--- src/design/mlcfc_pkg.sv ---
// shared types, constants and the crc byte update for the frame checker
package mlcfc_pkg;

  localparam int unsigned CFG_W       = 21;
  localparam int unsigned CRC_BYTES   = 4;
  localparam logic [CFG_W-1:0] MAX_LEN_RST = 21'd4096;
  localparam logic [31:0] MAGIC_WORD  = "MYSF";
  localparam logic [31:0] CRC_POLY    = 32'hEDB88320;

  typedef enum logic [1:0] {
    ST_OK       = 2'd0,
    ST_BAD_MAGIC = 2'd1,
    ST_TOO_LONG = 2'd2,
    ST_CRC_ERR  = 2'd3
  } frame_status_e;

  typedef enum logic [3:0] {
    PH_MAGIC   = 4'b0001,
    PH_LENGTH  = 4'b0010,
    PH_PAYLOAD = 4'b0100,
    PH_CRC     = 4'b1000
  } phase_e;

  // magic bytes beyond the four characters read as zero
  function automatic logic [7:0] magic_byte(input logic [2:0] idx);
    logic [7:0] res;
    case (idx)
      3'd0:    res = MAGIC_WORD[31:24];
      3'd1:    res = MAGIC_WORD[23:16];
      3'd2:    res = MAGIC_WORD[15:8];
      3'd3:    res = MAGIC_WORD[7:0];
      default: res = 8'h00;
    endcase
    return res;
  endfunction

  function automatic logic [31:0] crc32_byte(input logic [31:0] crc, input logic [7:0] b);
    logic [31:0] c;
    c = crc ^ {24'h000000, b};
    for (int k = 0; k < 8; k++) begin
      c = c[0] ? ((c >> 1) ^ CRC_POLY) : (c >> 1);
    end
    return c;
  endfunction

endpackage

--- src/design/magic_length_crc32_frame_checker_core.sv ---
// length-prefixed frame checker with crc-32: parser, crc update and result register
// Takes one stream byte per cycle on the input channel and gives at most one
// result per byte, in the cycle after the byte is taken, from a single output
// register; a new byte is taken in every cycle while that register is empty or
// being emptied. A frame is the magic, a little-endian length, the payload and a
// little-endian reflected crc-32 of the payload. Each payload byte comes out as a
// payload result; the verdict (ok, bad magic, too long, crc mismatch) comes with
// frame_last_o high. The deepest path is the eight-step crc byte update. The
// maximum payload length register sits at byte address 0 of the register port.
module magic_length_crc32_frame_checker_core #(
  parameter int unsigned MAGIC_BYTES  = 4,
  parameter int unsigned LENGTH_BYTES = 4
) (
  input  logic        clk_i,
  input  logic        rst_ni,
  input  logic        in_valid_i,
  output logic        in_stall_o,
  input  logic [7:0]  data_byte_i,
  output logic        out_valid_o,
  input  logic        out_stall_i,
  output logic        is_verdict_o,
  output logic [7:0]  payload_byte_o,
  output logic [1:0]  frame_status_o,
  output logic [31:0] frame_payload_len_o,
  output logic        frame_last_o,
  input  logic        psel,
  input  logic        penable,
  input  logic        pwrite,
  input  logic [2:0]  paddr,
  input  logic [31:0] pwdata,
  output logic [31:0] prdata,
  output logic        pready
);

  localparam int unsigned CW = mlcfc_pkg::CFG_W;

  mlcfc_pkg::phase_e phase_q, phase_d;
  logic [CW-1:0] cnt_q, cnt_d, cnt_inc;
  logic [31:0]   len_q, len_d, crc_q, crc_d, rcrc_q, rcrc_d;
  logic [CW-1:0] max_len_q;

  logic        accept, res_vld;
  logic        res_verdict;
  logic [7:0]  res_byte;
  mlcfc_pkg::frame_status_e res_status;
  logic [31:0] res_len;
  logic [31:0] len_new, rcrc_new;

  // register port
  assign pready = 1'b1;
  assign prdata = (paddr[2] == 1'b0) ? {{(32-CW){1'b0}}, max_len_q} : 32'h0;

  always_ff @(posedge clk_i or negedge rst_ni) begin
    if (!rst_ni) begin
      max_len_q <= mlcfc_pkg::MAX_LEN_RST;
    end else if (psel && penable && pwrite && pready && (paddr[2] == 1'b0)) begin
      max_len_q <= pwdata[CW-1:0];
    end
  end

  assign in_stall_o = out_valid_o && out_stall_i;
  assign accept     = in_valid_i && !in_stall_o;
  assign cnt_inc    = cnt_q + CW'(1);

  always_comb begin
    len_new = len_q;
    len_new[{cnt_q[1:0], 3'b000} +: 8] = data_byte_i;
    rcrc_new = rcrc_q;
    rcrc_new[{cnt_q[1:0], 3'b000} +: 8] = data_byte_i;
  end

  always_comb begin
    phase_d     = phase_q;
    cnt_d       = cnt_q;
    len_d       = len_q;
    crc_d       = crc_q;
    rcrc_d      = rcrc_q;
    res_vld     = 1'b0;
    res_verdict = 1'b0;
    res_byte    = 8'h00;
    res_status  = mlcfc_pkg::ST_OK;
    res_len     = 32'h0;
    unique case (phase_q)
      mlcfc_pkg::PH_MAGIC: begin
        if (data_byte_i != mlcfc_pkg::magic_byte(cnt_q[2:0])) begin
          // restart the search, counting the byte if it opens the magic
          cnt_d       = (data_byte_i == mlcfc_pkg::magic_byte(3'd0)) ? CW'(1) : '0;
          len_d       = 32'h0;
          crc_d       = 32'hFFFFFFFF;
          rcrc_d      = 32'h0;
          res_vld     = 1'b1;
          res_verdict = 1'b1;
          res_status  = mlcfc_pkg::ST_BAD_MAGIC;
        end else if (cnt_inc == CW'(MAGIC_BYTES)) begin
          phase_d = mlcfc_pkg::PH_LENGTH;
          cnt_d   = '0;
          len_d   = 32'h0;
        end else begin
          cnt_d = cnt_inc;
        end
      end
      mlcfc_pkg::PH_LENGTH: begin
        len_d = len_new;
        cnt_d = cnt_inc;
        if (cnt_inc == CW'(LENGTH_BYTES)) begin
          cnt_d  = '0;
          crc_d  = 32'hFFFFFFFF;
          rcrc_d = 32'h0;
          if (len_new > {{(32-CW){1'b0}}, max_len_q}) begin
            phase_d     = mlcfc_pkg::PH_MAGIC;
            len_d       = 32'h0;
            res_vld     = 1'b1;
            res_verdict = 1'b1;
            res_status  = mlcfc_pkg::ST_TOO_LONG;
            res_len     = len_new;
          end else if (len_new == 32'h0) begin
            phase_d = mlcfc_pkg::PH_CRC;
          end else begin
            phase_d = mlcfc_pkg::PH_PAYLOAD;
          end
        end
      end
      mlcfc_pkg::PH_PAYLOAD: begin
        crc_d    = mlcfc_pkg::crc32_byte(crc_q, data_byte_i);
        cnt_d    = cnt_inc;
        res_vld  = 1'b1;
        res_byte = data_byte_i;
        // length is below 2^21 here, so the count fits
        if ({{(32-CW){1'b0}}, cnt_inc} == len_q) begin
          phase_d = mlcfc_pkg::PH_CRC;
          cnt_d   = '0;
          rcrc_d  = 32'h0;
        end
      end
      mlcfc_pkg::PH_CRC: begin
        rcrc_d = rcrc_new;
        cnt_d  = cnt_inc;
        if (cnt_inc == CW'(mlcfc_pkg::CRC_BYTES)) begin
          phase_d     = mlcfc_pkg::PH_MAGIC;
          cnt_d       = '0;
          len_d       = 32'h0;
          crc_d       = 32'hFFFFFFFF;
          rcrc_d      = 32'h0;
          res_vld     = 1'b1;
          res_verdict = 1'b1;
          res_status  = (rcrc_new == ~crc_q) ? mlcfc_pkg::ST_OK : mlcfc_pkg::ST_CRC_ERR;
          res_len     = len_q;
        end
      end
      default: begin
        phase_d = mlcfc_pkg::PH_MAGIC;
      end
    endcase
  end

  always_ff @(posedge clk_i or negedge rst_ni) begin
    if (!rst_ni) begin
      phase_q <= mlcfc_pkg::PH_MAGIC;
      cnt_q   <= '0;
      len_q   <= 32'h0;
      crc_q   <= 32'hFFFFFFFF;
      rcrc_q  <= 32'h0;
    end else if (accept) begin
      phase_q <= phase_d;
      cnt_q   <= cnt_d;
      len_q   <= len_d;
      crc_q   <= crc_d;
      rcrc_q  <= rcrc_d;
    end
  end

  // result register
  always_ff @(posedge clk_i or negedge rst_ni) begin
    if (!rst_ni) begin
      out_valid_o <= 1'b0;
    end else if (accept) begin
      out_valid_o <= res_vld;
    end else if (!out_stall_i) begin
      out_valid_o <= 1'b0;
    end
  end

  always_ff @(posedge clk_i) begin
    if (accept && res_vld) begin
      is_verdict_o        <= res_verdict;
      payload_byte_o      <= res_byte;
      frame_status_o      <= res_status;
      frame_payload_len_o <= res_len;
      frame_last_o        <= res_verdict;
    end
  end

endmodule

--- config.mk ---
export PLATFORM = sky130hd
export DESIGN_NAME = magic_length_crc32_frame_checker_core
export DESIGN_NICKNAME = d
export VERILOG_FILES = /design/src/design/mlcfc_pkg.sv /design/src/design/magic_length_crc32_frame_checker_core.sv
export SDC_FILE = /design/constraint.sdc
export NUM_CORES = 1
export LEC_CHECK = 0
export BUFFER_PORTS_ARGS = -buffer_cell sky130_fd_sc_hd__clkbuf_2
export CAP_MARGIN = 20
export CORE_ASPECT_RATIO = 0.8
export CORE_MARGIN = 2
export CORE_UTILIZATION = 45
export DETAILED_ROUTE_END_ITERATION = 8
export PLACE_DENSITY = 0.7
export SETUP_SLACK_MARGIN = 0.1
export SLEW_MARGIN = 20
export SYNTH_ARGS = -nofsm -noshare
export SYNTH_HDL_FRONTEND = slang
export SYNTH_SLANG_ARGS = --single-unit
--- constraint.sdc ---
create_clock -name clk_i -period 8.8 [get_ports clk_i]
set_clock_uncertainty 0.15 [all_clocks]
set_input_delay 1.76 -clock clk_i [delete_from_list [all_inputs] [get_ports clk_i]]
set_output_delay 1.76 -clock clk_i [all_outputs]
set_load 0.05 [all_outputs]
==> results.json, run 1 <==
{
  "final_nets": 1391,
  "cts-root-buf": "clkbuf_16",
  "globalRouteOverflowTotal": 0,
  "maxSlewViolCount": 0,
  "netlist_top_cells_area": "dfrtp_1, edfxtp_1, dfstp_2, o21ai_0, xnor2_1",
  "dr_total_vias": 9455,
  "p_sw_uw": 1934,
  "filler_cell_count": 2363,
  "port_buffers": 103,
  "die_x_um": 182.9,
  "wl_um": 31900,
  "detailed_place_hpwl_um": 22580,
  "max_freq_mhz": 154.2,
  "stdcell_area_mm2": 0.01274,
  "setup.worst_path.start_class": "flop",
  "vias_in_the_first_global_route": 8797,
  "power_per_cell_area_mw_per_mm2": 334.2,
  "via_per_inst": 5.730,
  "design.die.area_mm2": 0.02691,
  "total_of_warnings_raised_by_yosys": 0,
  "grt_pass1_wl_um": 49800,
  "die_height_um": 147.1,
  "dpl-instance-area_mm2": 0.01215,
  "hp-class": "flop to flop",
  "timing.hold.ws_ps": 333.3,
  "clkSinkCount": 186,
  "synth.yosys.seq_area_share": 0.4263,
  "power.sequential.fraction": 0.312,
  "async_reset_ff_frac": 0.7688,
  "cts_repair_resize_count": 0,
  "internal_power_uw": 2324,
  "syn_area_mm2": 0.01152,
  "area_growth_syn_to_layout_pct": 10.57,
  "clk_pin_slew_ps": 80,
  "synth_top_area_share": 0.2367,
  "num_io_pins": 129,
  "synth-seq-cells": 186,
  "synth_ff_type": "dfrtp_1",
  "grtUsageTotal": 0.2394,
  "cts_setup_buffers": 0,
  "cp.required_ps": 8940,
  "path_class": "flop to flop",
  "ir_drop_worst_case_vdd_mv": 0.1843,
  "arrival_ps": 6630,
  "drtPass1Iterations": 7,
  "postLayoutCoreUtil": 0.5047,
  "pwr-share-clk": 0.183,
  "netlist_instances": 1260,
  "path_max_fanout": 27,
  "timing.final.crit_period_ps": 6486,
  "period_share": 0.7371,
  "hold_violations": 0,
  "pwr-share-comb": 0.505,
  "synth_top_area_cell": "dfrtp_1",
  "max_cap_violations": 0,
  "postSynthAreaPerCell_um2": 9.145,
  "largest_net_degree_at_the_start_of_global_routing": 78,
  "post_cts_hold_buffer_count": 0,
  "cts.path.max_buffers": 2,
  "core.rowCount": 52,
  "leakagePower_uw": 0.005475,
  "switching_part_of_the_total": 0.4542,
  "h-tree-depth": 4,
  "clock_insertion_delay_at_the_later_pin_of_the_skew_report_ps": 450,
  "timing.critical_path.to_type": "flop",
  "grt_antenna_before_repair": 0,
  "core-area_mm2": 0.02524,
  "drive_gt1_frac": 0.1802,
  "num_antenna_cells": 0,
  "cts_tree": "yes",
  "count_of_different_cell_masters_after_synthesis": 74,
  "final-setup-viol-count": 0,
  "cts_buffers": 17,
  "slew-limit-headroom": 0.2534,
  "final_antenna_net_count": 0,
  "outcome": "completed",
  "detail_route.drc_violations": 0,
  "globalplace.congestion": 0.9172,
  "tightest_slew_ps": 1120,
  "unrepaired_setup_endpoints_after_global_routing": "false",
  "routed_wire_length_per_instance_um": 19.33,
  "final.setup.tns_ps": 0,
  "synth_enable_flop_cells": 43,
  "start_util": 0.4564,
  "drt_iter0_drc": 764
}
-- final timing paths --
check	cells past startpoint	from	slack, ps	endpoint
worst min-delay path	2	rcrc_q[25]$_DFFE_PN0P_	330	rcrc_q[25]$_DFFE_PN0P_
worst max-delay path	14	cnt_q[0]$_DFFE_PN0P_	2310	len_q[20]$_DFFE_PN0P_
max in group asynchronous	2	rst_ni	5950	rcrc_q[12]$_DFFE_PN0P_
min in group asynchronous	1	rst_ni	1180	cnt_q[9]$_DFFE_PN0P_
worst max register to register	14	cnt_q[0]$_DFFE_PN0P_	2310	len_q[20]$_DFFE_PN0P_
worst min register to register	2	rcrc_q[25]$_DFFE_PN0P_	330	rcrc_q[25]$_DFFE_PN0P_
-- synth_stat cells, types with 9 or more instances --
cell / count
nand2_1: 143
o21ai_0: 139
dfrtp_1: 109
nor2_1: 95
inv_1: 90
xnor2_1: 78
xor2_1: 56
clkbuf_1: 44
edfxtp_1: 43
dfstp_2: 34
a22o_1: 31
ha_1: 28
nand4_1: 25
o2bb2ai_1: 25
mux2_2: 24
a21oi_1: 22
buf_2: 21
buf_4: 20
nand3_1: 17
nor3_1: 15
nor4_1: 15
nor2b_1: 14
a21o_1: 11
o22ai_1: 11
and2_1: 10
o21ai_1: 9
-- critical path, stage by stage (launching register included) --
cell and delay (ps):
dfrtp_1 620, ha_1 810, nand2_1 140, nor3_2 810
nand2_1 260, o21ai_0 300, ha_1 240, nand4_1 90
or2_2 310, a211oi_1 190, nor4b_1 90, o21ai_1 750
a211o_1 990, o21bai_2 350, o2bb2ai_1 220
-- state kept, by name (all words and copies together), names as in the netlist --
register / count
cnt_q: 21
crc_q: 32
frame_last_o: 1
frame_payload_len_o: 32
frame_status_o: 2
len_q: 32
max_len_q: 21
out_valid_o: 1
payload_byte_o: 8
phase_q: 4
rcrc_q: 32
-- layer usage --
| metal | part of all wire | track usage | routed length (um) | vias to the layer above |
|---|---|---|---|---|
| met4 | 0.021 | 0.08000 | 665 | 0 |
| met1 | 0.45 | 0.3528 | 14510 | 4521 |
| met2 | 0.43 | 0.3420 | 13760 | 425 |
| met3 | 0.093 | 0.06073 | 2961 | 48 |
| li1 | - | - | - | 4461 |
| met5 | 0 | 0 | 0 | - |
-- area by class of cell --
cell class	count	area (um2)	area share
clock buffer	17	425.4	0.03339
clock inverter	15	158.9	0.01247
inverter	92	345.3	0.02711
multi-input combinational	901	5873	0.4610
sequential	186	4912	0.3856
tap	324	405.4	0.03182
timing repair buffer	115	619.3	0.04862
-- cell usage in the layout, fill, tap and decap left out, types with 34 or more instances in the layout --
master	Yosys	final
nand2_1	143	143
o21ai_0	139	139
dfrtp_1	109	109
clkbuf_2	0	102
nor2_1	95	94
inv_1	90	90
xnor2_1	78	78
xor2_1	56	56
edfxtp_1	43	43
dfstp_2	34	34
-- through the flow --
| stage | setup WS (ps) | power [uW] | cells |
|---|---|---|---|
| 2_1_floorplan | 2047 | 2990 | 1270 |
| 3_3_place_gp | 2668 | 3423 | 1617 |
| 3_5_place_dp | 2558 | 3462 | 1618 |
| 4_1_cts | 2480 | 4254 | 1650 |
| 5_1_grt | 2039 | 4519 | 1650 |
| 6_report | 2314 | 4258 | 1650 |
-- cell families (layout without fill, tap and decap cells) --
kind of cell	Yosys count	after routing	synth area share
AO/OA/AOI/OAI	300	300	0.1699
other	2	12	0.0006518
multiplexers	31	31	0.02965
buffers and inverters	183	239	0.06971
AND/OR/NAND/NOR	396	396	0.1715
XOR/XNOR	134	134	0.1019
adder cells (fa/ha/maj)	28	28	0.03041
flip-flops	186	186	0.4263
-- power by group through the flow --
stage	registers [uW]	clock network, uW	logic [uW]
final	1330	778	2150
after global routing	1350	826	2340
after CTS	1330	790	2140
after detailed placement	1340	0	2120
after global placement	1330	0	2090
after floorplan	1460	0	1530
No activity file was read; power rests on OpenSTA's default activity.
==> run 2: changes to the inputs <==
==> constraint.sdc (replaced) <==
create_clock -name clk_i -period 6.3 [get_ports clk_i]
set_clock_uncertainty 0.15 [all_clocks]
set_input_delay 1.26 -clock clk_i [delete_from_list [all_inputs] [get_ports clk_i]]
set_output_delay 1.26 -clock clk_i [all_outputs]
set_load 0.05 [all_outputs]
==> results.json, run 2 (same netlist as run 1, synthesis figures left out) <==
{
  "final-setup-viol-count": 0,
  "total_power_uw": 6051,
  "power_per_cell_area_mw_per_mm2": 470.9,
  "start_util": 0.4564,
  "cts_tree": "yes",
  "cts.path.max_buffers": 2,
  "vias_in_the_first_global_route": 8998,
  "layout_commonest_cell": "nand2_1",
  "max_cap_violations": 0,
  "wl_um": 32120,
  "slew-limit-headroom": 0.2958,
  "drtPass1Iterations": 5,
  "most-common-layout-cells": "nand2_1, o21ai_0, dfrtp_1, clkbuf_2, nor2_1",
  "fin_ws_ps": 780.7,
  "die_x_um": 182.9,
  "dpl-instance-area_mm2": 0.01222,
  "arrival_ps": 5740,
  "clock_insertion_delay_at_the_later_pin_of_the_skew_report_ps": 450,
  "globalRouteOverflowTotal": 0,
  "via_per_inst": 5.756,
  "grt_pass1_wl_um": 50830,
  "drt_iter0_drc": 931,
  "globalplace.congestion": 0.9109,
  "timing.final.crit_period_ps": 5519,
  "largest_net_degree_at_the_start_of_global_routing": 93,
  "cts_setup_buffers": 0,
  "detailed_place_hpwl_um": 22900,
  "hp-class": "flop to flop",
  "unrepaired_setup_endpoints_after_global_routing": "false",
  "port_buffers": 103,
  "drive_gt1_frac": 0.1837,
  "final_nets": 1399,
  "final.setup.tns_ps": 0,
  "timing.critical_path.to_type": "flop",
  "cts_buffers": 17,
  "hold_violations": 0,
  "grt_antenna_before_repair": 0,
  "cp.required_ps": 6520,
  "post_cts_hold_buffer_count": 0,
  "cts_repair_resize_count": 0,
  "clkSinkCount": 186,
  "num_io_pins": 129,
  "maxSlewViolCount": 0,
  "tightest_slew_ps": 1056,
  "detail_route.drc_violations": 0,
  "cts-root-buf": "clkbuf_16",
  "path_class": "flop to flop",
  "stdcell_area_mm2": 0.01285,
  "postLayoutCoreUtil": 0.5090,
  "max_freq_mhz": 181.2,
  "dr_total_vias": 9550,
  "ir_drop_worst_case_vdd_mv": 0.2316,
  "clk_pin_slew_ps": 70,
  "die_height_um": 147.1,
  "core-area_mm2": 0.02524,
  "h-tree-depth": 4,
  "path_max_fanout": 13,
  "leakagePower_uw": 0.005535,
  "area_growth_syn_to_layout_pct": 11.52,
  "design.die.area_mm2": 0.02691,
  "filler_cell_count": 2325,
  "period_share": 0.8761,
  "routed_wire_length_per_instance_um": 19.36,
  "setup.worst_path.start_class": "flop",
  "grtUsageTotal": 0.2441,
  "outcome": "completed",
  "final_antenna_net_count": 0,
  "core.rowCount": 52,
  "place_worst_setup_slack_ps": 938.3
}
-- run 2: changes by cell type in the layout (fill, tap and decap cells not counted), moves of 2 or more --
cell and delta:
bufinv_16 +2, clkbuf_8 +2, inv_6 -2, inv_8 -2, clkbuf_1 +2, buf_4 +7
-- run 2: path summary, 6_finish.rpt --
check	startpoint	cells past startpoint	endpoint	slack (ps)
max	cnt_q[0]$_DFFE_PN0P_	17	len_q[22]$_DFFE_PN0P_	780
max in group asynchronous	rst_ni	2	len_q[27]$_DFFE_PN0P_	4050
min	rcrc_q[3]$_DFFE_PN0P_	2	rcrc_q[3]$_DFFE_PN0P_	330
min in group asynchronous	rst_ni	1	cnt_q[11]$_DFFE_PN0P_	710
min reg2reg	rcrc_q[3]$_DFFE_PN0P_	2	rcrc_q[3]$_DFFE_PN0P_	330
max reg2reg	cnt_q[0]$_DFFE_PN0P_	17	len_q[22]$_DFFE_PN0P_	780
-- run 2: area by class of cell --
type,instances,area [um2],share of cell area
Antenna cell,1,2.502,0.0001947
Clock buffer,21,460.4,0.03583
Timing Repair Buffer,123,691.9,0.05385
Multi-Input combinational cell,901,5874,0.4572
Inverter,92,345.3,0.02687
Clock inverter,11,157.7,0.01227
Tap cell,324,405.4,0.03155
Sequential cell,186,4912,0.3823
-- run 2: through the flow --
step / hold WS, ps / instances
finish: 333.4 / 1659
global route: 352.7 / 1658
CTS: 335.4 / 1658
detailed placement: 320.1 / 1626
global placement: 312.9 / 1625
floorplan: 299.8 / 1270
-- run 2: worst max-delay path, stage by stage (launching register included) --
cell       delay, ps
dfrtp_1          620
inv_1            270
ha_1             460
nor4bb_1         470
buf_4            220
nand2_1          100
o21a_1           230
inv_1             80
ha_1             230
a21o_1           160
a21o_1           180
a21o_1           170
a31o_2           240
nor4b_1          340
o21ai_1          360
a211o_1          560
o21bai_2         430
o2bb2ai_1        170
-- run 2: power by group --
part,switching [uW],internal (uW),total (uW)
sequential,255,1600,1860
combinational,1940,1100,3040
clock,502,654,1160
-- run 2: routing by layer --
metal  wire, um  up-vias  global-route usage
met3       2813       53             0.05974
met4        648        0             0.07880
li1           -     4473                   -
met1      15010     4629              0.3636
met5          0        -                   0
met2      13650      395              0.3471
